==> config.mk <==
export PLATFORM = sky130hd
export DESIGN_NAME = sha256_message_hasher
export DESIGN_NICKNAME = d
export VERILOG_FILES = /design/src/rtl/sha_pkg.sv /design/src/rtl/sha_front.sv /design/src/rtl/sha_engine.sv /design/src/rtl/sha256_message_hasher.sv
export SDC_FILE = /design/constraint.sdc
export NUM_CORES = 2
export LEC_CHECK = 0
export ABC_AREA = 0
export BUFFER_PORTS_ARGS = -buffer_cell sky130_fd_sc_hd__buf_2
export CAP_MARGIN = 15
export CORE_AREA = 2 2 612 614
export CTS_CLUSTER_SIZE = 40
export DETAILED_ROUTE_END_ITERATION = 8
export DIE_AREA = 0 0 614 616
export SYNTH_ARGS = -nofsm -noshare
export SYNTH_HDL_FRONTEND = slang
export SYNTH_SLANG_ARGS = --single-unit
==> constraint.sdc <==
create_clock -name clk -period 17 [get_ports clk]
set_input_delay 1.7 -clock clk [delete_from_list [all_inputs] [get_ports clk]]
set_output_delay 1.7 -clock clk [all_outputs]
set_load 0.05 [all_outputs]
==> src/rtl/sha_pkg.sv <==
package sha_pkg;

  typedef struct packed {
    logic [7:0] data_byte;
    logic       byte_valid;
    logic       end_of_message;
  } in_item_t;

  typedef struct packed {
    logic [31:0] digest_word;
    logic [2:0]  word_index;
    logic        last_word;
  } out_item_t;

  localparam int QueueDepth = 4;

  typedef enum logic [2:0] {
    ST_IDLE,
    ST_ROUND,
    ST_ADD,
    ST_PAD,
    ST_OUT
  } eng_state_t;

  typedef logic [31:0] word_t;

  localparam word_t INITIAL_HASH [8] = '{
    32'h6a09e667, 32'hbb67ae85, 32'h3c6ef372, 32'ha54ff53a,
    32'h510e527f, 32'h9b05688c, 32'h1f83d9ab, 32'h5be0cd19
  };

  localparam word_t ROUND_K [64] = '{
    32'h428a2f98, 32'h71374491, 32'hb5c0fbcf, 32'he9b5dba5,
    32'h3956c25b, 32'h59f111f1, 32'h923f82a4, 32'hab1c5ed5,
    32'hd807aa98, 32'h12835b01, 32'h243185be, 32'h550c7dc3,
    32'h72be5d74, 32'h80deb1fe, 32'h9bdc06a7, 32'hc19bf174,
    32'he49b69c1, 32'hefbe4786, 32'h0fc19dc6, 32'h240ca1cc,
    32'h2de92c6f, 32'h4a7484aa, 32'h5cb0a9dc, 32'h76f988da,
    32'h983e5152, 32'ha831c66d, 32'hb00327c8, 32'hbf597fc7,
    32'hc6e00bf3, 32'hd5a79147, 32'h06ca6351, 32'h14292967,
    32'h27b70a85, 32'h2e1b2138, 32'h4d2c6dfc, 32'h53380d13,
    32'h650a7354, 32'h766a0abb, 32'h81c2c92e, 32'h92722c85,
    32'ha2bfe8a1, 32'ha81a664b, 32'hc24b8b70, 32'hc76c51a3,
    32'hd192e819, 32'hd6990624, 32'hf40e3585, 32'h106aa070,
    32'h19a4c116, 32'h1e376c08, 32'h2748774c, 32'h34b0bcb5,
    32'h391c0cb3, 32'h4ed8aa4a, 32'h5b9cca4f, 32'h682e6ff3,
    32'h748f82ee, 32'h78a5636f, 32'h84c87814, 32'h8cc70208,
    32'h90befffa, 32'ha4506ceb, 32'hbef9a3f7, 32'hc67178f2
  };

  localparam logic [7:0] PAD_MARK = 8'h80;
  localparam logic [5:0] LEN_OFFSET = 6'd56;

  function automatic word_t ror32(word_t v, int s);
    return (v >> s) | (v << (32 - s));
  endfunction

endpackage

==> src/rtl/sha_front.sv <==
module sha_front
  import sha_pkg::*;
#(
  parameter int DEPTH = QueueDepth
) (
  input  logic     clk,
  input  logic     rst,
  input  logic     push,
  output logic     full,
  input  in_item_t in_item,
  output logic     q_valid,
  input  logic     q_take,
  output in_item_t q_item
);

  localparam int AW = $clog2(DEPTH);

  in_item_t      mem [DEPTH];
  logic [AW-1:0] wr_ptr;
  logic [AW-1:0] rd_ptr;
  logic [AW:0]   count;
  logic          do_push;
  logic          do_pop;

  // idle items carry no work and are dropped here
  assign do_push = push && !full && (in_item.byte_valid || in_item.end_of_message);
  assign do_pop  = q_take && q_valid;
  assign full    = (count == (AW+1)'(DEPTH));
  assign q_valid = (count != '0);
  assign q_item  = mem[rd_ptr];

  always_ff @(posedge clk) begin
    if (do_push) begin
      mem[wr_ptr] <= in_item;
    end
  end

  always_ff @(posedge clk) begin
    if (rst) begin
      wr_ptr <= '0;
      rd_ptr <= '0;
      count  <= '0;
    end else begin
      if (do_push) wr_ptr <= (wr_ptr == AW'(DEPTH-1)) ? '0 : wr_ptr + 1'b1;
      if (do_pop) rd_ptr <= (rd_ptr == AW'(DEPTH-1)) ? '0 : rd_ptr + 1'b1;
      count <= count + (AW+1)'(do_push) - (AW+1)'(do_pop);
    end
  end

endmodule

==> src/rtl/sha_engine.sv <==
module sha_engine
  import sha_pkg::*;
(
  input  logic      clk,
  input  logic      rst,
  input  logic      q_valid,
  output logic      q_take,
  input  in_item_t  q_item,
  output logic      empty,
  input  logic      pop,
  output out_item_t out_item
);

  eng_state_t state, state_next;
  word_t       hash_words [8];
  word_t       v [8];
  word_t       blk [16];
  word_t       win [16];
  logic [63:0] bit_length;
  logic [5:0]  byte_offset;
  logic [5:0]  round_count;
  logic        padding;
  logic        end_seen;
  logic        final_blk;
  logic [2:0]  out_idx;

  word_t w15, w2, w7, w16, wnew, wcur, s1, ch, t1, s0, mj, t2;
  logic  fire_byte;
  logic  pad_byte;
  logic  [7:0] byte_in;
  logic  [4:0] sh;

  assign empty    = (state != ST_OUT);
  assign out_item = '{digest_word: hash_words[out_idx], word_index: out_idx,
                      last_word: (out_idx == 3'd7)};
  assign q_take   = (state == ST_IDLE) && q_valid;

  always_comb begin
    w15  = win[4'(round_count + 6'd1)];
    w2   = win[4'(round_count + 6'd14)];
    w7   = win[4'(round_count + 6'd9)];
    w16  = win[round_count[3:0]];
    wnew = w16 + (ror32(w15, 7) ^ ror32(w15, 18) ^ (w15 >> 3)) + w7
         + (ror32(w2, 17) ^ ror32(w2, 19) ^ (w2 >> 10));
    wcur = (round_count < 6'd16) ? blk[round_count[3:0]] : wnew;
    s1 = ror32(v[4], 6) ^ ror32(v[4], 11) ^ ror32(v[4], 25);
    ch = (v[4] & v[5]) ^ (~v[4] & v[6]);
    t1 = v[7] + s1 + ch + ROUND_K[round_count] + wcur;
    s0 = ror32(v[0], 2) ^ ror32(v[0], 13) ^ ror32(v[0], 22);
    mj = (v[0] & v[1]) ^ (v[0] & v[2]) ^ (v[1] & v[2]);
    t2 = s0 + mj;
  end

  always_comb begin
    fire_byte = q_take && q_item.byte_valid;
    pad_byte  = (state == ST_PAD) && !(byte_offset == LEN_OFFSET && padding);
    byte_in   = (state == ST_PAD) ? (padding ? 8'h00 : PAD_MARK) : q_item.data_byte;
    sh        = 5'd24 - {byte_offset[1:0], 3'b000};
  end

  always_comb begin
    state_next = state;
    case (state)
      ST_IDLE: begin
        if (q_take) begin
          if (q_item.byte_valid && byte_offset == 6'd63) state_next = ST_ROUND;
          else if (q_item.end_of_message) state_next = ST_PAD;
        end
      end
      ST_ROUND: if (round_count == 6'd63) state_next = ST_ADD;
      ST_ADD: begin
        if (final_blk) state_next = ST_OUT;
        else if (end_seen) state_next = ST_PAD;
        else state_next = ST_IDLE;
      end
      ST_PAD: begin
        if (byte_offset == LEN_OFFSET && padding) state_next = ST_ROUND;
        else if (byte_offset == 6'd63) state_next = ST_ROUND;
      end
      ST_OUT: if (pop && out_idx == 3'd7) state_next = ST_IDLE;
      default: state_next = ST_IDLE;
    endcase
  end

  always_ff @(posedge clk) begin
    if (rst) state <= ST_IDLE;
    else state <= state_next;
  end

  always_ff @(posedge clk) begin
    if (fire_byte || pad_byte) begin
      blk[byte_offset[5:2]] <= (blk[byte_offset[5:2]] & ~(32'hff << sh))
                             | (word_t'(byte_in) << sh);
    end
    if (state == ST_PAD && byte_offset == LEN_OFFSET && padding) begin
      blk[14] <= bit_length[63:32];
      blk[15] <= bit_length[31:0];
    end
    if (state == ST_ROUND) begin
      win[round_count[3:0]] <= wcur;
    end else begin
      win <= blk;
    end
  end

  always_ff @(posedge clk) begin
    if (rst) begin
      hash_words  <= INITIAL_HASH;
      v           <= '{default: '0};
      bit_length  <= '0;
      byte_offset <= '0;
      round_count <= '0;
      padding     <= 1'b0;
      end_seen    <= 1'b0;
      final_blk   <= 1'b0;
      out_idx     <= '0;
    end else begin
      if (fire_byte) begin
        bit_length  <= bit_length + 64'd8;
        byte_offset <= byte_offset + 6'd1;
      end
      if (q_take && q_item.end_of_message) begin
        padding  <= 1'b0;
        end_seen <= 1'b1;
      end
      if (state == ST_PAD) begin
        if (byte_offset == LEN_OFFSET && padding) begin
          byte_offset <= '0;
          final_blk   <= 1'b1;
        end else begin
          byte_offset <= byte_offset + 6'd1;
          padding     <= 1'b1;
        end
      end
      if (state_next == ST_ROUND && state != ST_ROUND) begin
        v <= hash_words;
        round_count <= '0;
      end
      if (state == ST_ROUND) begin
        v[7] <= v[6]; v[6] <= v[5]; v[5] <= v[4]; v[4] <= v[3] + t1;
        v[3] <= v[2]; v[2] <= v[1]; v[1] <= v[0]; v[0] <= t1 + t2;
        round_count <= round_count + 6'd1;
      end
      if (state == ST_ADD) begin
        for (int i = 0; i < 8; i++) hash_words[i] <= hash_words[i] + v[i];
        round_count <= '0;
        if (final_blk) out_idx <= '0;
      end
      if (state == ST_OUT && pop) begin
        out_idx <= out_idx + 3'd1;
        if (out_idx == 3'd7) begin
          hash_words  <= INITIAL_HASH;
          v           <= '{default: '0};
          bit_length  <= '0;
          byte_offset <= '0;
          padding     <= 1'b0;
          end_seen    <= 1'b0;
          final_blk   <= 1'b0;
        end
      end
    end
  end

endmodule

==> src/rtl/sha256_message_hasher.sv <==
// sha-256 digest of a byte stream
// input channel: push/full with data_byte, byte_valid, end_of_message;
// items with neither a byte nor an end mark are dropped at the front
// a front queue of four transactions feeds the compression engine
// each byte is taken while the engine is idle; every 64th byte starts the
// round and add states, and no further byte is taken until they finish
// an end transaction pads one byte per cycle to offset 56, then compresses;
// a second block is run when fewer than nine bytes remained free
// output channel: empty/pop, eight transactions of one digest word each,
// word_index 0 first, last_word set on the eighth
// while the receiver stalls the engine holds the digest and the queue
// keeps filling until full rises
// after the eighth word the engine returns to the initial hash values
// synchronous reset clears the queue and restores the initial state
module sha256_message_hasher
  import sha_pkg::*;
#(
  parameter int DEPTH = QueueDepth
) (
  input  logic      clk,
  input  logic      rst,
  input  logic      push,
  output logic      full,
  input  in_item_t  in_item,
  output logic      empty,
  input  logic      pop,
  output out_item_t out_item
);

  logic     q_valid;
  logic     q_take;
  in_item_t q_item;

  sha_front #(.DEPTH(DEPTH)) u_front (
    .clk, .rst, .push, .full, .in_item, .q_valid, .q_take, .q_item
  );

  sha_engine u_engine (
    .clk, .rst, .q_valid, .q_take, .q_item, .empty, .pop, .out_item
  );

  a_last_idx: assert property (@(posedge clk) disable iff (rst)
    !empty |-> (out_item.last_word == (out_item.word_index == 3'd7)))
    else $error("last_word mismatch");

  a_hold: assert property (@(posedge clk) disable iff (rst)
    (!empty && !pop) |=> (!empty && $stable(out_item.word_index)))
    else $error("output changed while stalled");

  a_take: assert property (@(posedge clk) disable iff (rst)
    q_take |-> q_valid)
    else $error("engine took from empty queue");

endmodule

# Word level (Yosys, flattened, before mapping)
# Memory sizes are Yosys's and may differ from the RTL's. A register that Yosys moved wholly into a read port is not among the register bits.
# Index checks and enable logic that the tools add are counted.
[totals] ff_bits=1628 elab_cells=264 mem_count=2 rom_bits=2048 inputBits=14 out_inout_bits=38 ramBits=40
[memory_table] name="(no name shown)" words=64 word_bits=32 read_ports=1 rd_ports_with_merged_regs=0 write_ports=0 line="sha_engine.sv:48" text="t1 = v[7] + s1 + ch + ROUND_K[round_count] + wcur;"
[memory_table] name="u_front.mem" words=4 word_bits=10 read_ports=1 rd_ports_with_merged_regs=1 write_ports=1 line="sha_front.sv:18" text="in_item_t mem [DEPTH];"
[classes] muxes=83 addsub=29 n_eq_ne=14 n_shift=2 n_lt_le_gt_ge=10 reduce_logical=28 n_bitwise=37
[ops] cell="256-bit 2-to-1 mux" n=7
[ops] cell="512-bit bitwise mux" n=2
[ops] cell="32-bit binary-select mux with 4-bit select" n=6
[ops] cell="32-bit 2-to-1 mux" n=19
[ops] cell="32-bit adder" n=18
[ops] cell="512-bit 2-to-1 mux" n=1
[ops] cell="64-bit 2-to-1 mux" n=5
[ops] cell="32-bit bitwise XOR" n=9
[ops] cell="32-bit demux with 4-bit select" n=2
[ops] cell="32-bit AND" n=6
[ops] cell="32-bit binary-select mux with 3-bit select" n=1
[ops] cell="64-bit by 4-bit adder with 64-bit output, second input constant" n=1
[ops] cell="32-bit NOT" n=2
[ops] cell="6-bit 2-to-1 mux" n=7
[ops] cell="3-bit 2-to-1 mux" n=11
[ops] cell="10-bit by 32-bit OR with 32-bit output" n=1
[ops] cell="13-bit by 32-bit OR with 32-bit output" n=1
[ops] cell="14-bit by 32-bit OR with 32-bit output" n=1
[ops] cell="15-bit by 32-bit OR with 32-bit output" n=1
[ops] cell="19-bit by 32-bit OR with 32-bit output" n=1
[ops] cell="21-bit by 32-bit OR with 32-bit output" n=1
[ops] cell="25-bit by 32-bit OR with 32-bit output" n=1
[ops] cell="26-bit by 32-bit OR with 32-bit output" n=1
[ops] cell="30-bit by 32-bit OR with 32-bit output" n=1
[ops] cell="other kinds (40)" n=97

# Longest topological paths before layout
[logic_depth] ltp_word=17 mapped_depth=60 ltp_nobuf=52

# Hierarchy
# A second synthesis with hierarchy kept.
[hier_totals] hier_cells=10038 hier_area_um2=112051.2
[modules_own_cells] module="sha_engine" area_each_um2=110115.6 cells_per_inst=9934 n_inst=1 seq_area_each_um2=42640.9
[modules_own_cells] module="sha_front" area_each_um2=1935.6 cells_per_inst=104 n_inst=1 seq_area_each_um2=1381.3

# Worst setup path before layout
# OpenSTA, ideal clock, no wires.
[synth_path] path_kind="register -> register" start="register u_engine.round_count[1]" end="register u_engine.v[255] (netlist bit)" period_less_slack_ns=14.024 required_ns=16.870 arrival_ns=13.894 stages_incl_launch_ff=58 setup_slack_ns=2.976 path_buffers=10 setup_ns=0.130 path_cell_list="dfxtp_1 buf_2 buf_2 buf_1 inv_1 clkbuf_1 buf_1 ha_1 clkbuf_1 clkbuf_1 clkbuf_1 clkbuf_1 mux4_2 mux4_2 xnor2_1 fa_1 inv_1 fa_1 (+22 left out) nand2_1 a21o_1 a221oi_1 o31a_1 xnor2_1 fa_1 ha_1 and3_1 a221oi_1 o21ai_0 a221oi_1 nand2_1 o311a_1 a311o_1 a21oi_1 xnor2_1 xnor2_1 a21oi_1"
[synth_via] elab_chain_cells=17 elab_cells_between_ends=51 classes_between="9 x add/sub; 1 x order compare; 2 x eq/ne; 24 x mux; 13 x bitwise; 1 x reduce/logical; 1 x memory"
[synth_rtl] item="start: declaration" line="sha_engine.sv:21" text="logic [5:0] round_count;"
[synth_rtl] item="start signal: assignment" line="sha_engine.sv:142" text="round_count <= round_count + 6'd1;"
[synth_rtl] item="6-bit by 1-bit adder with 6-bit output" line="sha_engine.sv:39" text="w15 = win[4'(round_count + 6'd1)];"
[synth_rtl] item="4-bit NOT with 5-bit output (implied by the code)" line="sha_engine.sv:39"
[synth_rtl] item="32-bit binary-select mux with 4-bit select" line="sha_engine.sv:39"
[synth_rtl] item="32-bit 2-to-1 mux (implied by the code) (2 in a row)" line="sha_engine.sv:39"
[synth_rtl] item="25-bit by 32-bit OR with 32-bit output / 14-bit by 32-bit OR with 32-bit output (equally long branches)" line="sha_pkg.sv:55" text="return (v >> s) | (v << (32 - s));"
[synth_rtl] item="32-bit bitwise XOR" line="sha_engine.sv:43" text="wnew = w16 + (ror32(w15, 7) ^ ror32(w15, 18) ^ (w15 >> 3)) + w7"
[synth_rtl] item="32-bit by 29-bit bitwise XOR with 32-bit output" line="sha_engine.sv:43"
[synth_rtl] item="32-bit adder (2 in a row)" line="sha_engine.sv:43"
[synth_rtl] item="32-bit adder" line="sha_engine.sv:44" text="+ (ror32(w2, 17) ^ ror32(w2, 19) ^ (w2 >> 10));"
[synth_rtl] item="32-bit 2-to-1 mux" line="sha_engine.sv:45" text="wcur = (round_count < 6'd16) ? blk[round_count[3:0]] : wnew;"
[synth_rtl] item="32-bit adder" line="sha_engine.sv:48"
[synth_rtl] item="32-bit adder" line="sha_engine.sv:141" text="v[3] <= v[2]; v[2] <= v[1]; v[1] <= v[0]; v[0] <= t1 + t2;"
[synth_rtl] item="256-bit 2-to-1 mux *" line="sha_engine.sv:139" text="if (state == ST_ROUND) begin"
[synth_rtl] item="256-bit 2-to-1 mux" line="sha_engine.sv:151" text="if (out_idx == 3'd7) begin"
[synth_rtl] item="256-bit 2-to-1 mux *" line="sha_engine.sv:149" text="if (state == ST_OUT && pop) begin"
[synth_rtl] item="end signal: assignment" line="sha_engine.sv:136" text="v <= hash_words;"
[synth_rtl] item="end: declaration" line="sha_engine.sv:16" text="word_t v [8];"
# Every way passes the cells marked *; elsewhere a longest branch is shown, timed or not. The select of a mux whose other input is x is not followed.
# A chain may end at the register's enable or synchronous reset.

# Worst setup path in the final report
# Ends and elaborated chain as after synthesis.

==> run metrics <==
outcome=finished, final reports clean; Die Ht=616 um; Worst path slowest cell=ha_4; residual DRC count=0; largest buffer count on any clock path=4; Post-Route WL=418 mm; highest routed layer=met5; metal2 WL=184 mm; post-CTS sizing=0; # port buffers=51; crit end category=register; routed via count=86500; multi-input logic area=63100 um^2; drt pass-1 iters=8; GPL Wtd Cong=0.999; share of post-route cells with drive strength above 1=0.162; setup_tns=0 ns; Post-synth ARST share=0; # fillers=37000; clk_skew=0.106 ns; number of synthesis warnings=0; htree depth=4; fin. max-slew vios=0; largest cells by area after synthesis=edfxtp_1 (29%), mux4_2 (18%), dfxtp_1 (11%); crit-path max FO=44; Syn Inst Count=9920; row cnt=224; via/cell ratio=5.85; CP max stage delay=1.13 ns; Worst Path Arrival=16.19 ns; MaxCap Viol Count=0; total clock sinks=1667; Core ar.=371000 um^2; synthesized cell area=111000 um^2; CP Class=reg2reg; gr ovfl total=0; Die W=614 um; Worst-Margin Slew=1.32 ns; area share of the largest cell type after synthesis=0.288; met1 wire length=157 mm; Max Clk Rate=0.0645 GHz; die area=378000 um^2; vias in the first global route=81600; CP dominant cell by count=fa_1; CTS buffer count=188; Worst setup SP type=register; Worst-Skew Late Latency=0.92 ns; I/O pins=52; final period utilization=0.911; initial core utilization=0.299; cts hold-fix bufs=0; first-pass GRT wire length=596 mm; RSZ-0062 raised after global routing=no; Final HPWL DP=288 mm; # Post-CTS Setup Buffers=0; dpl ws=2.01 ns; Post-synth EDFFs=1064; sequential element share of the synthesized area=0.397; Clock transition at path regs=0.06 ns; Relative slew margins=0.112; Root Driver=clkbuf_16; Critical Path RT=17.70 ns; Reg area=44100 um^2; largest net degree at the start of global routing=216; setup violators final=0; final worst slack=1.51 ns; TritonCTS clock tree=yes; final hold vios=0; Met3 Routed Length=53.4 mm; fin crit period=15.49 ns; nets=10300; Initial DRC Count=12100; post-synth top area cell=edfxtp_1; dominant synthesized flop cell=edfxtp_1; Final ANT Viol Nets=0; gr usage total=0.215; initial antenna violation count=33; Synth cell types=84; Worst Hold Class=reg2reg; Net Count, Synth=10500; Syn Area/Cell=11.2 um^2; #FFs+latches synth=1667; wire per inst=28.2 um; Synth-to-Final Area Change=10.7%
## per-stage QoR
step | hold WS [ns] | utilization | instance area (um^2) | instances
floorplan | 0.426 | - | 111000 | 9920
global placement | 0.435 | 0.315 | 117000 | 14500
detailed placement | 0.444 | 0.315 | 117000 | 14500
CTS | 0.453 | 0.331 | 123000 | 14800
global route | 0.492 | 0.331 | 123000 | 14800
finish | 0.452 | 0.331 | 123000 | 14800
## cell usage in the layout (no fill, tap or decap), types with 22 or more instances in the layout
cell type	netlist	routed
o21ai_0	798	793
nand3_1	119	117
nand4_1	30	30
mux4_2	865	865
clkbuf_16	0	190
nand2_1	1106	1080
mux2_2	58	58
edfxtp_1	1064	1064
and3_1	49	49
ha_1	407	403
a31oi_1	49	49
mux2i_1	332	328
nor2_1	621	606
nor3_1	77	72
clkinv_2	0	22
nand2_2	0	22
inv_1	409	408
or3_1	41	41
nand2b_1	62	61
o21a_1	57	57
dfxtp_1	603	590
xnor2_1	413	412
xor2_1	212	212
fa_1	194	194
a21o_1	163	163
diode_2	0	22
nor2b_1	61	61
buf_4	9	204
a211oi_1	293	293
o211ai_1	101	101
o21bai_1	58	57
and2_1	27	26
a22o_1	84	84
clkinv_1	3	25
buf_2	63	51
a21oi_1	542	540
clkbuf_1	548	37
## synthesized netlist by cell type (163+ instances only)
| library cell | number |
|---|---|
| a211oi_1 | 293 |
| a21o_1 | 163 |
| a21oi_1 | 542 |
| clkbuf_1 | 548 |
| dfxtp_1 | 603 |
| edfxtp_1 | 1064 |
| fa_1 | 194 |
| ha_1 | 407 |
| inv_1 | 409 |
| mux2i_1 | 332 |
| mux4_2 | 865 |
| nand2_1 | 1106 |
| nor2_1 | 621 |
| o21ai_0 | 798 |
| xnor2_1 | 413 |
| xor2_1 | 212 |
## flip-flops by register name (all words and copies together) (netlist names), named ones only
register and cells:
u_engine.state 3, u_engine.end_seen 1, u_engine.blk 512, u_engine.padding 1, u_front.rd_ptr 2, u_engine.round_count 6
u_front.count 3, u_engine.win 512, u_engine.bit_length 61, u_engine.byte_offset 6, u_engine.final_blk 1, u_engine.v 256
u_front.wr_ptr 2, u_engine.hash_words 256, u_front.mem 40, u_engine.out_idx 3
## per-layer routing
metal,vias up,GRT usage
li1,36800,-
met1,43000,0.273
met2,5589,0.324
met3,1133,0.0710
met4,36,0.107
met5,-,0
## critical path: cells and delay by family, from the launching register on
family,cells,cell delay [ns]
buffers and inverters,7,1.65
flip-flops,1,0.54
adder cells (fa/ha/maj),10,4.88
AO/OA/AOI/OAI,18,5.63
XOR/XNOR,5,0.88
AND/OR/NAND/NOR,6,0.67
multiplexers,2,1.01
## final timing paths
check | start | endpoint | slack, ns | cells past startpoint
setup / recovery | u_engine.round_count[1] | u_engine.v[255] | 1.51 | 48
hold / removal | u_engine.end_seen | u_engine.end_seen | 0.45 | 2
setup reg to reg | u_engine.round_count[1] | u_engine.v[255] | 1.51 | 48
hold reg to reg | u_engine.end_seen | u_engine.end_seen | 0.45 | 2
## final cells by class
type / instances / area share
Inverter: 413 / 0.0127
Clock buffer: 239 / 0.0412
Tap cell: 4972 / 0.0506
Timing Repair Buffer: 263 / 0.0158
Antenna cell: 22 / 0.000448
Clock inverter: 85 / 0.00673
Multi-Input combinational cell: 7140 / 0.514
Sequential cell: 1667 / 0.359
## cell families (layout without fill, tap and decap cells)
logic type               Yosys count  in the layout  share of synthesized area
AO/OA/AOI/OAI                   2380           2380                      0.133
AND/OR/NAND/NOR                 2256           2256                     0.0868
flip-flops                      1667           1667                      0.397
multiplexers                    1260           1260                      0.213
buffers and inverters           1113           1000                     0.0387
XOR/XNOR                         627            627                     0.0496
adder cells (fa/ha/maj)          617            617                     0.0823
other                              0             22                          0
Power is not shown: default switching activity piles up to over one toggle a cycle in this logic, so the estimate is an artifact.
